## src/design/ace_pkg.sv

```systemverilog
// shared types, character constants and decimal digit helper for the cell stream encoder
// no dependencies
package ace_pkg;

   typedef enum logic [3:0] {
      ST_IDLE,
      ST_RST,
      ST_CSI,
      ST_FLAGS,
      ST_FGHDR,
      ST_FGCOL,
      ST_BGHDR,
      ST_BGCOL,
      ST_SGR_END,
      ST_GLYPH,
      ST_ROWHDR,
      ST_ROWNUM,
      ST_ROWD
   } state_type;

   typedef struct packed {
      logic       load;
      logic       emit;
      state_type  state;
      logic [3:0] cnt;
   } cmd_type;

   typedef struct packed {
      logic drop;
      logic mask_nz;
      logic fg_chg;
      logic bg_chg;
      logic sep_fg;
      logic sep_bg;
      logic row_end;
      logic flag_last;
      logic out_free;
   } sts_type;

   localparam logic [7:0] CH_ESC  = 8'h1B;
   localparam logic [7:0] CH_LBR  = 8'h5B;
   localparam logic [7:0] CH_SEMI = 8'h3B;
   localparam logic [7:0] CH_ZERO = 8'h30;
   localparam logic [7:0] CH_ONE  = 8'h31;
   localparam logic [7:0] CH_TWO  = 8'h32;
   localparam logic [7:0] CH_THR  = 8'h33;
   localparam logic [7:0] CH_FOUR = 8'h34;
   localparam logic [7:0] CH_EIGH = 8'h38;
   localparam logic [7:0] CH_LC_M = 8'h6D;
   localparam logic [7:0] CH_B    = 8'h42;
   localparam logic [7:0] CH_D    = 8'h44;

   localparam logic [7:0] FLAG_CODE [6] = '{8'h31, 8'h32, 8'h33, 8'h34, 8'h38, 8'h39};

   // ascii digit of a byte, pos 0 = hundreds, 1 = tens, 2 = ones
   function automatic logic [7:0] dec_digit(input logic [7:0] v, input logic [1:0] pos);
      logic [1:0]  h;
      logic [6:0]  r;
      logic [14:0] p;
      logic [3:0]  t;
      logic [3:0]  o;
      logic [6:0]  tr;
      h = (v >= 8'd200) ? 2'd2 : ((v >= 8'd100) ? 2'd1 : 2'd0);
      r = 7'(v - 8'(h) * 8'd100);
      // divide by ten through reciprocal, exact below 1029
      p = 15'(r) * 15'd205;
      t = 4'(p >> 11);
      tr = 7'(t) * 7'd10;
      o = 4'(r - tr);
      case (pos)
         2'd0:    dec_digit = CH_ZERO + 8'(h);
         2'd1:    dec_digit = CH_ZERO + 8'(t);
         default: dec_digit = CH_ZERO + 8'(o);
      endcase
   endfunction

endpackage

```

## src/design/ace_ctrl.sv

```systemverilog
// sequencer walking the escape sequence segments of one cell
// depends on ace_pkg
module ace_ctrl import ace_pkg::*; (
   input  logic    clock,
   input  logic    reset,
   input  logic    req_valid,
   output logic    req_stall,
   input  sts_type sts,
   output cmd_type cmd
);

   state_type  state_ff, state_in;
   logic [3:0] cnt_ff, cnt_in;
   state_type  after_csi;
   logic [3:0] fg_start, bg_start;

   always_ff @(posedge clock) begin
      if (reset) begin
         state_ff <= ST_IDLE;
         cnt_ff   <= '0;
      end else begin
         state_ff <= state_in;
         cnt_ff   <= cnt_in;
      end
   end

   assign fg_start = sts.sep_fg ? 4'd0 : 4'd1;
   assign bg_start = sts.sep_bg ? 4'd0 : 4'd1;

   always_comb begin
      if (sts.mask_nz)     after_csi = ST_FLAGS;
      else if (sts.fg_chg) after_csi = ST_FGHDR;
      else if (sts.bg_chg) after_csi = ST_BGHDR;
      else                 after_csi = ST_SGR_END;
   end

   // next state
   always_comb begin
      state_in = state_ff;
      cnt_in   = cnt_ff;
      case (state_ff)
         ST_IDLE: begin
            // status is registered at load, decided in the first busy cycle
            if (req_valid) begin
               state_in = ST_CSI;
               cnt_in   = 4'd15;
            end
         end
         default: begin
            if (state_ff == ST_CSI && cnt_ff == 4'd15) begin
               // decision cycle, no byte emitted
               cnt_in = '0;
               if (sts.drop)
                  state_in = ST_RST;
               else if (sts.mask_nz || sts.fg_chg || sts.bg_chg)
                  state_in = ST_CSI;
               else
                  state_in = ST_GLYPH;
            end else if (sts.out_free) begin
               cnt_in = cnt_ff + 4'd1;
               case (state_ff)
                  ST_RST: if (cnt_ff == 4'd3) begin
                     state_in = ST_CSI;
                     cnt_in   = '0;
                  end
                  ST_CSI: if (cnt_ff == 4'd1) begin
                     state_in = after_csi;
                     cnt_in   = (after_csi == ST_FGHDR) ? fg_start :
                                (after_csi == ST_BGHDR) ? bg_start : 4'd0;
                  end
                  ST_FLAGS: if (sts.flag_last) begin
                     if (sts.fg_chg) begin
                        state_in = ST_FGHDR;
                        cnt_in   = fg_start;
                     end else if (sts.bg_chg) begin
                        state_in = ST_BGHDR;
                        cnt_in   = bg_start;
                     end else begin
                        state_in = ST_SGR_END;
                        cnt_in   = '0;
                     end
                  end
                  ST_FGHDR: if (cnt_ff == 4'd5) begin
                     state_in = ST_FGCOL;
                     cnt_in   = '0;
                  end
                  ST_FGCOL: if (cnt_ff == 4'd10) begin
                     state_in = sts.bg_chg ? ST_BGHDR : ST_SGR_END;
                     cnt_in   = sts.bg_chg ? bg_start : 4'd0;
                  end
                  ST_BGHDR: if (cnt_ff == 4'd5) begin
                     state_in = ST_BGCOL;
                     cnt_in   = '0;
                  end
                  ST_BGCOL: if (cnt_ff == 4'd10) begin
                     state_in = ST_SGR_END;
                     cnt_in   = '0;
                  end
                  ST_SGR_END: begin
                     state_in = ST_GLYPH;
                     cnt_in   = '0;
                  end
                  ST_GLYPH: begin
                     state_in = sts.row_end ? ST_ROWHDR : ST_IDLE;
                     cnt_in   = '0;
                  end
                  ST_ROWHDR: if (cnt_ff == 4'd5) begin
                     state_in = ST_ROWNUM;
                     cnt_in   = '0;
                  end
                  ST_ROWNUM: if (cnt_ff == 4'd2) begin
                     state_in = ST_ROWD;
                     cnt_in   = '0;
                  end
                  default: begin
                     state_in = ST_IDLE;
                     cnt_in   = '0;
                  end
               endcase
            end
         end
      endcase
   end

   // outputs
   always_comb begin
      req_stall = (state_ff != ST_IDLE);
      cmd.load  = (state_ff == ST_IDLE) && req_valid;
      cmd.emit  = (state_ff != ST_IDLE) && sts.out_free &&
                  !(state_ff == ST_CSI && cnt_ff == 4'd15);
      cmd.state = state_ff;
      cmd.cnt   = cnt_ff;
   end

endmodule

```

## src/design/ace_dpath.sv

```systemverilog
// cell registers, delta compare, byte selection and output word register
// depends on ace_pkg
module ace_dpath import ace_pkg::*; (
   input  logic        clock,
   input  logic        reset,
   input  cmd_type     cmd,
   output sts_type     sts,
   input  logic [7:0]  req_glyph,
   input  logic [7:0]  req_attr_flags,
   input  logic [23:0] req_fg_color,
   input  logic [23:0] req_bg_color,
   input  logic        req_image_start,
   input  logic        csr_wr_en,
   input  logic [7:0]  csr_wr_data,
   output logic        rsp_valid,
   input  logic        rsp_stall,
   output logic [7:0]  rsp_out_byte,
   output logic        rsp_last_byte
);

   logic [7:0]  width_ff;
   logic [7:0]  pflags_ff;
   logic [23:0] pfg_ff, pbg_ff;
   logic [7:0]  col_ff;
   logic [7:0]  glyph_ff;
   logic [23:0] fg_ff, bg_ff;
   logic [5:0]  mask_ff;
   logic        sep_ff;
   logic        drop_ff, fgc_ff, bgc_ff, rowend_ff;
   logic        vld_ff;
   logic [7:0]  byte_ff;
   logic        last_ff;

   logic [7:0]  ef;
   logic [23:0] efg, ebg;
   logic [7:0]  ecol, ncol;
   logic        drop;
   logic [5:0]  low, rem;
   logic [2:0]  low_idx;
   logic [23:0] color;
   logic [7:0]  comp;
   logic [7:0]  obyte;
   logic        olast;

   // previous state as seen by this cell
   assign ef   = req_image_start ? ~req_attr_flags : pflags_ff;
   assign efg  = req_image_start ? 24'd0 : pfg_ff;
   assign ebg  = req_image_start ? 24'd0 : pbg_ff;
   assign ecol = req_image_start ? 8'd0 : col_ff;
   assign drop = |(ef & ~req_attr_flags);
   assign ncol = ecol + 8'd1;

   assign low = mask_ff & (~mask_ff + 6'd1);
   assign rem = mask_ff & ~low;
   always_comb begin
      low_idx = '0;
      for (int i = 5; i >= 0; i--) begin
         if (mask_ff[i]) low_idx = 3'(i);
      end
   end

   always_ff @(posedge clock) begin
      if (reset) begin
         width_ff  <= 8'd1;
         pflags_ff <= '0;
         pfg_ff    <= '0;
         pbg_ff    <= '0;
         col_ff    <= '0;
         vld_ff    <= 1'b0;
      end else begin
         if (csr_wr_en) width_ff <= csr_wr_data;
         if (cmd.load) begin
            pflags_ff <= req_attr_flags;
            pfg_ff    <= req_fg_color;
            pbg_ff    <= req_bg_color;
            col_ff    <= (ncol == width_ff) ? 8'd0 : ncol;
         end
         if (cmd.emit)           vld_ff <= 1'b1;
         else if (!rsp_stall)    vld_ff <= 1'b0;
      end
   end

   always_ff @(posedge clock) begin
      if (cmd.load) begin
         glyph_ff  <= req_glyph;
         fg_ff     <= req_fg_color;
         bg_ff     <= req_bg_color;
         drop_ff   <= drop;
         mask_ff   <= drop ? req_attr_flags[5:0] : (req_attr_flags[5:0] & ~ef[5:0]);
         sep_ff    <= 1'b0;
         fgc_ff    <= drop || (req_fg_color != efg);
         bgc_ff    <= drop || (req_bg_color != ebg);
         rowend_ff <= (ncol == width_ff);
      end else if (cmd.emit && cmd.state == ST_FLAGS) begin
         if (sep_ff) begin
            sep_ff <= 1'b0;
         end else begin
            mask_ff <= rem;
            sep_ff  <= (rem != 6'd0);
         end
      end
      if (cmd.emit) begin
         byte_ff <= obyte;
         last_ff <= olast;
      end
   end

   assign color = (cmd.state == ST_FGCOL) ? fg_ff : bg_ff;
   always_comb begin
      case (cmd.cnt[3:2])
         2'd0:    comp = color[23:16];
         2'd1:    comp = color[15:8];
         default: comp = color[7:0];
      endcase
   end

   always_comb begin
      obyte = CH_SEMI;
      case (cmd.state)
         ST_RST: begin
            case (cmd.cnt[1:0])
               2'd0:    obyte = CH_ESC;
               2'd1:    obyte = CH_LBR;
               2'd2:    obyte = CH_ZERO;
               default: obyte = CH_LC_M;
            endcase
         end
         ST_CSI:   obyte = cmd.cnt[0] ? CH_LBR : CH_ESC;
         ST_FLAGS: obyte = sep_ff ? CH_SEMI : FLAG_CODE[low_idx];
         ST_FGHDR, ST_BGHDR: begin
            case (cmd.cnt[2:0])
               3'd1:    obyte = (cmd.state == ST_FGHDR) ? CH_THR : CH_FOUR;
               3'd2:    obyte = CH_EIGH;
               3'd4:    obyte = CH_TWO;
               default: obyte = CH_SEMI;
            endcase
         end
         ST_FGCOL, ST_BGCOL: begin
            obyte = (cmd.cnt[1:0] == 2'd3) ? CH_SEMI : dec_digit(comp, cmd.cnt[1:0]);
         end
         ST_SGR_END: obyte = CH_LC_M;
         ST_GLYPH:   obyte = glyph_ff;
         ST_ROWHDR: begin
            case (cmd.cnt[2:0])
               3'd0, 3'd4: obyte = CH_ESC;
               3'd2:       obyte = CH_ONE;
               3'd3:       obyte = CH_B;
               default:    obyte = CH_LBR;
            endcase
         end
         ST_ROWNUM: obyte = dec_digit(width_ff, cmd.cnt[1:0]);
         ST_ROWD:   obyte = CH_D;
         default:   obyte = CH_SEMI;
      endcase
   end

   assign olast = (cmd.state == ST_ROWD) || (cmd.state == ST_GLYPH && !rowend_ff);

   always_comb begin
      sts.drop      = drop_ff;
      sts.mask_nz   = (mask_ff != 6'd0);
      sts.fg_chg    = fgc_ff;
      sts.bg_chg    = bgc_ff;
      sts.sep_fg    = drop_ff || (mask_ff != 6'd0);
      sts.sep_bg    = drop_ff || (mask_ff != 6'd0) || fgc_ff;
      sts.row_end   = rowend_ff;
      sts.flag_last = !sep_ff && (rem == 6'd0);
      sts.out_free  = !vld_ff || !rsp_stall;
   end

   assign rsp_valid     = vld_ff;
   assign rsp_out_byte  = byte_ff;
   assign rsp_last_byte = last_ff;

endmodule

```

## src/design/ansi_cell_stream_encoder_core.sv

```systemverilog
// ansi cell stream encoder: one cell in, a stream of escape-coded bytes out
// one byte per cycle while the output side takes words; a cell gives n output bytes
// (n from 1 to 63), walked by the byte-serial segment sequencer
// the first byte passes the cell registers, a decision state and the output register;
// the next cell is taken once the last byte is in the output register
// synchronous active-high reset: previous attributes, colors and column cleared, width 1
module ansi_cell_stream_encoder_core import ace_pkg::*; (
   input  logic        clock,
   input  logic        reset,
   input  logic        req_valid,
   output logic        req_stall,
   input  logic [7:0]  req_glyph,
   input  logic [7:0]  req_attr_flags,
   input  logic [23:0] req_fg_color,
   input  logic [23:0] req_bg_color,
   input  logic        req_image_start,
   output logic        rsp_valid,
   input  logic        rsp_stall,
   output logic [7:0]  rsp_out_byte,
   output logic        rsp_last_byte,
   input  logic        csr_wr_en,
   input  logic [7:0]  csr_wr_data
);

   cmd_type cmd;
   sts_type sts;

   ace_ctrl u_ctrl (
      .clock     (clock),
      .reset     (reset),
      .req_valid (req_valid),
      .req_stall (req_stall),
      .sts       (sts),
      .cmd       (cmd)
   );

   ace_dpath u_dpath (
      .clock           (clock),
      .reset           (reset),
      .cmd             (cmd),
      .sts             (sts),
      .req_glyph       (req_glyph),
      .req_attr_flags  (req_attr_flags),
      .req_fg_color    (req_fg_color),
      .req_bg_color    (req_bg_color),
      .req_image_start (req_image_start),
      .csr_wr_en       (csr_wr_en),
      .csr_wr_data     (csr_wr_data),
      .rsp_valid       (rsp_valid),
      .rsp_stall       (rsp_stall),
      .rsp_out_byte    (rsp_out_byte),
      .rsp_last_byte   (rsp_last_byte)
   );

endmodule

```

## config.mk

```make
export PLATFORM = sky130hd
export DESIGN_NAME = ansi_cell_stream_encoder_core
export DESIGN_NICKNAME = d
export VERILOG_FILES = /design/src/design/ace_pkg.sv /design/src/design/ace_ctrl.sv /design/src/design/ace_dpath.sv /design/src/design/ansi_cell_stream_encoder_core.sv
export SDC_FILE = /design/constraint.sdc
export NUM_CORES = 1
export LEC_CHECK = 0
export ABC_AREA = 1
export BUFFER_PORTS_ARGS = -buffer_cell sky130_fd_sc_hd__buf_2
export CAP_MARGIN = 20
export CELL_PAD_IN_SITES_DETAIL_PLACEMENT = 1
export CELL_PAD_IN_SITES_GLOBAL_PLACEMENT = 2
export CORE_MARGIN = 2
export CORE_UTILIZATION = 40
export CTS_BUF_LIST = sky130_fd_sc_hd__clkbuf_8
export DETAILED_ROUTE_END_ITERATION = 7
export GPL_ROUTABILITY_DRIVEN = 0
export PLACE_DENSITY = 0.91
export SETUP_SLACK_MARGIN = 0.5
export SYNTH_ARGS = -nofsm -noshare
export SYNTH_HDL_FRONTEND = slang
export SYNTH_HIERARCHICAL = 1
export SYNTH_SLANG_ARGS = --single-unit
```

## constraint.sdc

```tcl
create_clock -name clock -period 17.3 [get_ports clock]
set_clock_uncertainty 0.15 [all_clocks]
set_input_delay 1.73 -clock clock [delete_from_list [all_inputs] [get_ports clock]]
set_output_delay 1.73 -clock clock [all_outputs]
set_load 0.01 [all_outputs]
```

* Yosys cells after proc, flatten, opt, wreduce, memory -nomap -nowiden *
Memory sizes are Yosys's and may differ from the RTL's.
Index checks and enable logic that the tools add are counted.

cells by class
  multiply operators = 6
  order comparisons = 5
  $add $sub $neg = 13
  equal/unequal tests = 43
  mux-type cells = 74
  reduce and logical (&&, ||, !) cells = 38
  bitwise operators = 9

operators by type and width
  kind                    count
  $mux W4                 34
  $pmux W8 S10            1
  $mux W24                3
  $mux W8                 7
  $ne A24 B24 Y1          2
  $pmux W8 S2             3
  $pmux W4 S11            1
  $pmux W7 S3             2
  $mul A7 B8 Y15 const B  2
  $add A6 B4 Y7 const A   4
  $eq A4 B3 Y1 const B    7
  $eq A4 B4 Y1 const B    7
  $ne A4 B1 Y1 const B    7
  $pmux W4 S7             1
  $mux W6                 4
  $pmux W8 S3             1
  $mux W3                 7
  $and A6 B6 Y6           3
  $not A6 Y6              3
  $eq A4 B2 Y1 const B    4
  $ge A8 B7 Y1 const B    2
  $ge A8 B8 Y1 const B    2
  $add A6 B2 Y7 const A   2
  $sub A7 B7 Y7           2
  40 further kinds        77

word-level totals
  word-level logic and storage cells = 208
  input bits = 78
  bits in read-only memories = 64
  bits in registers = 157
  output and inout bits = 11
  memories = 1

memories
  name             depth  width  rd ports  clocked after Yosys merged registers in  wr ports  line              text
  (no name shown)  8      8      1         0                                        0         ace_dpath.sv:129  ST_FLAGS: obyte = sep_ff ? CH_SEMI : FLAG_CODE[low_idx];

* Longest topological paths before layout *
Gate-level depths: netlist of the first run.

  depth after elaboration = 15
  depth in mapped cells = 47
  mapped depth without buffers = 46

* Hierarchy *
The synthesis of the first run kept the hierarchy.

by module, submodules not included
  module     cells an instance  instances  area each (µm²)  sequential area each (µm²)
  ace_dpath  1154               1          9421.5           3733.6
  ace_ctrl   183                1          1023.5           160.2

* Worst setup path after synthesis of the first run *
OpenSTA, ideal clock, no wires.

  path type = register to register
  start = register u_ctrl.state_ff[0]
  end = register u_dpath.byte_ff[3], in the netlist u_dpath/rsp_out_byte[3], data pin
  stages on the path, launching flop included = 44
  setup slack = 10.259 ns
  clock period less this slack = 7.041 ns
  library setup time = 0.263 ns
  buffers on the path = 2
  data required time = 16.887 ns
  data arrival time = 6.628 ns
  path through = dfxtp_1 inv_1 nor2_2 nand2_2 buf_6 buf_4 o21ai_0 o22ai_1 nor2_1 nand3_1 nand2_1 nand2_1 inv_1 ha_1 inv_1 fa_1 or2_1 a21oi_2 (+8 left out) ha_1 nand2_1 inv_1 nand3_1 a21oi_1 nand2b_1 inv_1 nand2_1 and2_1 fa_1 xnor2_1 nand3_1 nand2_1 nand2_1 nand3_1 nand2_1 nand2_1 nand3_1

between the ends
  word-level cells in the longest chain between the ends = 15
  elaborated cells on any way between the ends = 31
  those cells by class = add/sub: 5; mul: 3; order compare: 2; eq/ne: 12; mux: 7; reduce/logical: 2

RTL lines
  element                 line                                text
  from (decl)             ace_ctrl.sv:12                      state_type state_ff, state_in;
  from (signal assigned)  ace_ctrl.sv:22                      state_ff <= state_in;
  $eq A4 B3 Y1            ace_dpath.sv:108, ace_dpath.sv:119
  $mux W24                ace_dpath.sv:108                    assign color = (cmd.state == ST_FGCOL) ? fg_ff : bg_ff;
  $pmux W8 S2             ace_dpath.sv:110                    case (cmd.cnt[3:2])
  $ge A8 B7 Y1            ace_pkg.sv:63                       h = (v >= 8'd200) ? 2'd2 : ((v >= 8'd100) ? 2'd1 : 2'd0);
  $mux W1                 ace_pkg.sv:63
  $mux W2                 ace_pkg.sv:63
  $mul A2 B5 Y5           ace_pkg.sv:64                       r = 7'(v - 8'(h) * 8'd100);
  $sub A7 B7 Y7           ace_pkg.sv:64
  $mul A7 B8 Y15          ace_pkg.sv:66                       p = 15'(r) * 15'd205;
  $mul A4 B3 Y3           ace_pkg.sv:68                       tr = 7'(t) * 7'd10;
  $sub A4 B4 Y4           ace_pkg.sv:69                       o = 4'(r - tr);
  $add A6 B4 Y7           ace_pkg.sv:73                       default: dec_digit = CH_ZERO + 8'(o);
  $pmux W8 S2             ace_pkg.sv:70                       case (pos)
  $mux W8                 ace_dpath.sv:139                    obyte = (cmd.cnt[1:0] == 2'd3) ? CH_SEMI : dec_digit(comp, cmd.cnt[1:0]);
  $pmux W8 S10 *          ace_dpath.sv:119                    case (cmd.state)
  to (signal assigned)    ace_dpath.sv:103                    byte_ff <= obyte;
  to (decl)               ace_dpath.sv:31                     logic [7:0] byte_ff;

Every way passes the cells marked *; elsewhere a longest branch is shown, timed or not.
A chain may end at the register's enable or synchronous reset.

* Worst setup path after layout of the first run *
Ends and elaborated chain as after synthesis.

==> impl_summary.txt, run 1 <==
----------------------------------------------------
[Status]
  Outcome ... complete, no violations

[Critical path]
  CP Data Arrival Time ... 7.96 ns
  Required time worst endpoint ... 17.37 ns
  Startpoint of the worst register-to-register path ... u_ctrl/state_ff[0]
  Element type at the critical path end ... flop
  Critical Path Fanout Max ... 18
  Crit-path max cell delay ... 0.57 ns
  Number of cells on the worst reg-to-reg path ... 42
  FF-to-FF setup slack ... 9.41 ns
  Most common cell on crit path ... nand2_1
  Critical R2R Capture ... u_dpath/rsp_out_byte[3]
  WS Path Type ... flop to flop
  Master of the slowest instance on the critical path ... dfxtp_1
  Worst Setup Start Kind ... flop

[Synthesis]
  Netlist area before placement ... 0.0104 mm^2
  Number of distinct standard cells referenced by the synthesized netlist ... 55
  Part of the Yosys area used for sequential elements ... 0.373
  Most used flip-flop cell after synthesis ... dfxtp_1
  Number of synthesis warnings ... 6
  Post-synthesis average cell area ... 7.81 um^2
  FF+latch count, synth ... 157
  Gate count of the mapped netlist ... 1337
  EDFF count, synth ... 75
  Total nets after synthesis ... 1519
  Post-synthesis async set-or-reset flop share ... 0

[Global route]
  Leftover overflow at the end of global routing ... 0
  Number of global-route vias before repair ... 9468
  Overall global routing resource usage ... 0.227
  Antenna violations before repair ... 0
  Maximum number of pins on one net before global-route repair ... 96
  Global-route wire length before repair ... 48.4 mm

[Clock network]
  Number of gates given a new drive strength after cts ... 0
  TritonCTS clock tree ... done
  Root buffer cell ... clkbuf_8
  Inserted Clock Buffers ... 17
  Clock tree sinks ... 157
  Clock transition time at the flip-flop clock pins of the worst setup and hold paths ... 0.10 ns
  Post-CTS Setup Bufs ... 0
  CTS hold repair buffers ... 0
  Clock insertion delay at the later pin of the skew report ... 0.48 ns
  Buffer depth of the longest clock path ... 2
  Number of H-tree levels ... 4

[Detailed routing]
  Highest metal layer with signal wires ... met4
  Post-DR vias/cell ... 5.22
  Detailed-route DRC error count ... 0
  Total number of vias ... 9160
  ANT nets after route ... 0
  Detail Route met3 WL ... 892 um
  Routed Wire Length ... 30.1 mm
  Number of detailed-route iterations in the first pass ... 5
  Count of routing violations after the opening detailed-route iteration ... 521
  Routed wire length per instance ... 17.2 um
  Post-route met1 wirelength ... 13.8 mm
  Met2 layer wire length in the routed design ... 14.8 mm

[Floorplan]
  Initial standard-cell utilization of the core ... 0.404
  Horiz. Die Dim ... 166 um
  Floorplan core area ... 0.0258 mm^2
  Site row count ... 59
  Die Area ... 0.0274 mm^2
  Die Span Y ... 166 um
  Top-level I/O count ... 89

[STA]
  Max Slew Vio Count ... 0
  Actual transition at the worst max-transition pin ... 1.00 ns
  Relative slew slack ... 0.333
  Final hold violations ... 0
  Unrepaired setup endpoints after global routing ... false
  Smallest setup slack after layout ... 9.41 ns
  Min Tclk post-route ... 7.89 ns
  F_max ... 127 MHz
  Final setup violation count ... 0
  Final sum of negative setup slack ... 0 ns
  Post-route fraction of the period consumed by the critical path ... 0.456

[Layout]
  Area growth from synthesis to layout ... 11.0%
  Combined flip-flop and latch cell area ... 0.00389 mm^2
  Fraction of layout cells with a size suffix above 1 ... 0.121
  Area of combinational cells with multiple inputs ... 0.00575 mm^2
  Number of diodes ... 0
  Layout Utilization ... 0.449
  Layout net count ... 1589
  Fillers ... 3305

[Place]
  Place WS ... 9.44 ns
  Number of buffers added on ports ... 88
  HPWL after detailed placement ... 23.2 mm

[Hold path]
  Launch instance of the worst min-delay path ... u_dpath/pflags_ff[0]
  Worst Hold Path EP ... u_dpath/pflags_ff[0]
  Class of the tightest hold or removal check ... flop to flop
  Hold Path Cell Cnt ... 2

[Run]
  Max_cap viols ... 0

----------------------------------------------------
-- synthesized netlist by cell type (3+ instances only) --
library cell,n,area share
nand3b_1,3,0.0022
fa_1,20,0.038
a22o_1,6,0.0050
nand3_2,4,0.0038
nand2_2,9,0.0054
a211oi_1,3,0.0022
a21oi_1,64,0.031
or2_2,13,0.0078
nor2_4,4,0.0043
edfxtp_1,75,0.22
inv_1,146,0.052
xor2_1,42,0.035
inv_2,6,0.0022
o221ai_1,4,0.0034
o21ai_0,91,0.044
o2111ai_1,10,0.0084
nor2_1,205,0.074
buf_6,4,0.0043
buf_1,4,0.0014
dfxtp_1,82,0.16
nand4_1,15,0.0090
xnor2_1,15,0.013
o211ai_1,3,0.0022
a31oi_1,4,0.0024
nand2_1,283,0.10
o21a_1,3,0.0022
buf_4,6,0.0043
clkbuf_1,28,0.010
o22ai_1,11,0.0066
nor4_1,5,0.0030
nand3_1,43,0.021
nor3_1,14,0.0067
ha_1,84,0.10
-- area by class of cell --
cell class                      instances  share of cell area
Clock inverter                         15              0.0195
Sequential cell                       157               0.336
Tap cell                              335              0.0361
Timing Repair Buffer                   94              0.0419
Inverter                              155              0.0506
Multi-Input combinational cell        982               0.496
Clock buffer                           17              0.0202
-- cells by family after synthesis --
family | Yosys count | synth area share
buf+inv | 198 | 0.0765
simple gates | 608 | 0.245
xor+xnor | 57 | 0.0478
fa+ha+maj | 104 | 0.139
compound gates | 213 | 0.119
flops | 157 | 0.373
-- layout by cell type, fill, tap and decap left out, types with 5 or more instances in the layout --
| cell type | Yosys | final |
|---|---|---|
| or2_2 | 13 | 13 |
| edfxtp_1 | 75 | 75 |
| o21ai_0 | 91 | 91 |
| clkbuf_8 | 0 | 17 |
| nor3_1 | 14 | 14 |
| buf_4 | 6 | 6 |
| inv_2 | 6 | 7 |
| fa_1 | 20 | 20 |
| inv_1 | 146 | 145 |
| buf_2 | 1 | 88 |
| xor2_1 | 42 | 42 |
| a21oi_1 | 64 | 64 |
| dfxtp_1 | 82 | 82 |
| o22ai_1 | 11 | 11 |
| xnor2_1 | 15 | 15 |
| nand2_2 | 9 | 9 |
| a22o_1 | 6 | 6 |
| nor2_1 | 205 | 205 |
| o2111ai_1 | 10 | 10 |
| nand2_1 | 283 | 283 |
| nor4_1 | 5 | 5 |
| ha_1 | 84 | 84 |
| nand3_1 | 43 | 43 |
| nand4_1 | 15 | 15 |
-- worst max-delay path, delay by kind of cell (launching register included) --
family | cells | cell delay, ns
fa+ha+maj | 9 | 2.99
simple gates | 20 | 2.25
xor+xnor | 3 | 0.69
compound gates | 3 | 0.58
flops | 1 | 0.57
buf+inv | 7 | 0.40
-- state kept, by name, indices dropped and copies added (netlist names) --
register	flops
u_ctrl/state_ff	4
u_dpath/rsp_valid	1
u_dpath/pflags_ff	8
u_dpath/pbg_ff	24
u_dpath/rowend_ff	1
u_dpath/drop_ff	1
u_dpath/rsp_out_byte	8
u_dpath/bgc_ff	1
u_dpath/bg_ff	24
u_dpath/sep_ff	1
u_dpath/glyph_ff	8
u_dpath/mask_ff	6
u_dpath/col_ff	8
u_dpath/fg_ff	24
u_dpath/rsp_last_byte	1
u_dpath/width_ff	8
u_dpath/fgc_ff	1
u_dpath/pfg_ff	24
u_ctrl/cnt_ff	4
-- worst max-delay path by stage --
stage                            start                       to  slack [ns]  cells past startpoint
floorplan           u_ctrl/state_ff[0]  u_dpath/rsp_out_byte[3]       10.26                     43
global placement    u_ctrl/state_ff[0]  u_dpath/rsp_out_byte[3]        9.78                     40
detailed placement  u_ctrl/state_ff[0]  u_dpath/rsp_out_byte[3]        9.44                     42
CTS                   u_ctrl/cnt_ff[2]  u_dpath/rsp_out_byte[3]        9.41                     42
global route          u_ctrl/cnt_ff[2]  u_dpath/rsp_out_byte[3]        8.65                     40
finish              u_ctrl/state_ff[0]  u_dpath/rsp_out_byte[3]        9.41                     42
-- layer usage --
layer | vias to the layer above | GRT usage
met4 | 0 | 0.0705
met1 | 4415 | 0.289
li1 | 4538 | -
met5 | - | 0
met2 | 165 | 0.398
met3 | 42 | 0.0302
-- through the flow --
| stage | hold slack, ns | cell area (um^2) | cells |
|---|---|---|---|
| 4_1_cts | 0.322 | 11600 | 1755 |
| 3_3_place_gp | 0.298 | 11100 | 1723 |
| 5_1_grt | 0.340 | 11600 | 1755 |
| 3_5_place_dp | 0.308 | 11100 | 1723 |
| 6_report | 0.321 | 11600 | 1755 |
| 2_1_floorplan | 0.291 | 10400 | 1337 |
Power of run 1 is left out: the tool's default activity adds up to more than one toggle a clock period on the data nets, which glitch-free logic cannot reach.
==> run 2: changes to the inputs <==
ABC_AREA = 0   (was 1)
CORE_UTILIZATION = 36   (was 40)
PLACE_DENSITY = 0.82   (was 0.91)
clock period = 6.55 ns   (was 17.3 ns; I/O delays follow)
==> run 2 against run 1 <==
Effect of this change:
- the flow now finishes with violations (setup timing)
- core utilization is 1.7 points lower
- die area up 15%
- count of clock-buffer cells in the layout unchanged
- cell area up 10%
- sequential share of layout area fell by 3.1 points
- critical path depth shrank 14
- final cell count fell by 5.8%
- fmax grew 11%
- flip-flop and latch count did not move
- wire length is 2.6% higher
- hold slack worse by 0.13 ns
- via count shrank 2.5%
==> impl_summary.txt, run 2 <==
----------------------------------------------------
[Status]
  Outcome ... finished, violations left
  Violated checks ... setup timing

[Detailed routing]
  Routed wire length per instance ... 18.7 um
  Number of detailed-route iterations in the first pass ... 4
  Total number of vias ... 8933
  Routed Wire Length ... 30.9 mm
  Detailed-route DRC error count ... 0
  Count of routing violations after the opening detailed-route iteration ... 511
  Post-DR vias/cell ... 5.40
  ANT nets after route ... 0

[Critical path]
  FF-to-FF setup slack ... -0.57 ns
  Critical R2R Capture ... u_dpath/rsp_out_byte[2]
  Required time worst endpoint ... 6.62 ns
  Element type at the critical path end ... flop
  Startpoint of the worst register-to-register path ... u_ctrl/state_ff[3]
  Worst Setup Start Kind ... flop
  Crit-path max cell delay ... 0.54 ns
  Launching element of the worst setup path ... u_ctrl/state_ff[3]
  Master of the slowest instance on the critical path ... mux4_2
  Number of cells on the worst reg-to-reg path ... 28
  Critical Path Fanout Max ... 4
  CP Data Arrival Time ... 7.19 ns
  WS Path Type ... flop to flop
  Most common cell on crit path ... fa_2
  Destination of the critical timing path ... u_dpath/rsp_out_byte[2]

[Synthesis]
  EDFF count, synth ... 75
  Netlist area before placement ... 0.0108 mm^2
  Post-synthesis async set-or-reset flop share ... 0
  Post-synthesis average cell area ... 9.63 um^2
  FF+latch count, synth ... 157
  Synth top area cells ... edfxtp_1, dfxtp_1, ha_1, mux2i_1, nor2_1
  Yosys top cell by area ... edfxtp_1
  Number of synthesis warnings ... 6
  Gate count of the mapped netlist ... 1124
  Most frequently used cell type in the post-synthesis netlist ... nor2_1
  Top cell type's share of synthesized area ... 0.208
  Total nets after synthesis ... 1306
  Number of distinct standard cells referenced by the synthesized netlist ... 95
  Most used flip-flop cell after synthesis ... dfxtp_1
  Part of the Yosys area used for sequential elements ... 0.360
  Most numerous cell types in the synthesized netlist ... nor2_1, ha_1, dfxtp_1

[Clock network]
  Clock insertion delay at the later pin of the skew report ... 0.49 ns
  Root buffer cell ... clkbuf_8
  TritonCTS clock tree ... done
  Buffer depth of the longest clock path ... 2
  Inserted Clock Buffers ... 17
  Clock tree sinks ... 157
  CTS hold repair buffers ... 0
  Number of H-tree levels ... 4
  Clock transition time at the flip-flop clock pins of the worst setup and hold paths ... 0.10 ns

[Floorplan]
  Top-level I/O count ... 89
  Floorplan core area ... 0.0296 mm^2
  Die Span Y ... 177 um
  Site row count ... 63
  Horiz. Die Dim ... 177 um
  Die Area ... 0.0315 mm^2
  Initial standard-cell utilization of the core ... 0.365

[Layout]
  Fraction of layout cells with a size suffix above 1 ... 0.219
  Leading cell types in the layout, fill and taps excluded ... nor2_1, buf_2, dfxtp_1, ha_1, edfxtp_1
  Most frequent standard cell in the layout excluding fill and tap cells ... nor2_1
  Number of diodes ... 0
  Area growth from synthesis to layout ... 18.1%
  Final instance area ... 0.0128 mm^2
  Layout net count ... 1432

[STA]
  Relative slew slack ... 0.441
  Min Tclk post-route ... 7.12 ns
  Final hold slack ... 0.187 ns
  F_max ... 140 MHz
  Smallest setup slack after layout ... -0.575 ns
  Max Slew Vio Count ... 0
  Final setup violation count ... 3
  Actual transition at the worst max-transition pin ... 0.818 ns
  Final sum of negative setup slack ... -1.52 ns
  Post-route fraction of the period consumed by the critical path ... 1.09
  Unrepaired setup endpoints after global routing ... true
  Final hold violations ... 0

[Global route]
  Global-route wire length before repair ... 49.2 mm
  Number of global-route vias before repair ... 9157
  Antenna violations before repair ... 1
  Maximum number of pins on one net before global-route repair ... 112
  Overall global routing resource usage ... 0.199
  Leftover overflow at the end of global routing ... 0

[Place]
  HPWL after detailed placement ... 22.4 mm
  Number of buffers added on ports ... 88
  Placement-stage cell area ... 0.0121 mm^2

[Hold path]
  Class of the tightest hold or removal check ... input port to flop

[Run]
  Max_cap viols ... 0

----------------------------------------------------
## run 2: cell count changes after synthesis, moves of 17 or more
cell / before / now
o21ai_0: 91 / 40
xnor2_1: 15 / 41
a21oi_1: 64 / 46
nor2_1: 205 / 143
nor2b_1: 0 / 17
nor3_1: 14 / 32
xor2_1: 42 / 10
a31oi_1: 4 / 24
o32ai_1: 0 / 18
nand2_1: 283 / 52
nand3_1: 43 / 17
inv_1: 146 / 70
nand2b_1: 1 / 21
mux2i_1: 0 / 73
## run 2: layout make-up
| class | instances | area, um^2 |
|---|---|---|
| clock buffers | 17 | 234 |
| clock inverters | 15 | 173 |
| fillers | 3453 | 16800 |
| inverters | 72 | 275 |
| multi-input cells | 840 | 6700 |
| flip-flops and latches | 157 | 3890 |
| well taps | 390 | 488 |
| repair buffers | 162 | 1030 |
## run 2: critical path: cells and delay by family (launching register included)
kind | cells | cell delay [ns]
DFF | 1 | 0.33
AOI/OAI and AO/OA | 7 | 0.98
buffers and inverters | 3 | 0.25
xor gates and xnor gates | 2 | 0.35
adders and majority gates | 9 | 2.99
and+or+nand+nor | 5 | 1.08
muxes | 2 | 0.74
## run 2: cells by family (layout without fill, tap and decap cells)
kind of cell | Yosys count | after routing | synth area share
mux | 89 | 89 | 0.0911
xor+xnor | 54 | 54 | 0.0469
fa+ha+maj | 104 | 104 | 0.134
flops | 157 | 157 | 0.360
buf+inv | 127 | 266 | 0.0475
simple gates | 345 | 345 | 0.158
compound gates | 248 | 248 | 0.163
## run 2: how the worst min path moves through the flow
stage | start | to | slack (ns) | cells past startpoint
floorplan | u_dpath/pbg_ff[11] | u_dpath/pbg_ff[11] | 0.30 | 2
global placement | u_dpath/pbg_ff[11] | u_dpath/pbg_ff[11] | 0.31 | 2
detailed placement | u_dpath/col_ff[7] | u_dpath/col_ff[7] | 0.33 | 2
CTS | req_glyph[1] | u_dpath/glyph_ff[1] | 0.15 | 1
global route | req_glyph[1] | u_dpath/glyph_ff[1] | 0.15 | 1
finish | req_glyph[1] | u_dpath/glyph_ff[1] | 0.19 | 1
## run 2: metrics by stage
| stage | setup WS, ns | std cells | utilization |
|---|---|---|---|
| after detailed placement | -0.789 | 1610 | 0.407 |
| after global routing | -0.870 | 1653 | 0.432 |
| after CTS | -0.553 | 1647 | 0.425 |
| after floorplan | -0.482 | 1124 | - |
| final | -0.575 | 1653 | 0.432 |
| after global placement | -0.546 | 1610 | 0.407 |
## run 2: metal layers
metal  global-route usage  wire (um)  share of wire
met5                    0          0              0
met4               0.0540        552          0.018
met3               0.0306        978          0.032
met2                0.335      15100           0.49
met1                0.264      14300           0.46
## run 2: repair_timing
action	4_1_cts	5_1_grt
buffers inserted	5	4
endpoints found under the setup margin	4	4
pin swaps	15	8
gates resized for setup	16	19
Power of run 2 is left out for the same reason.
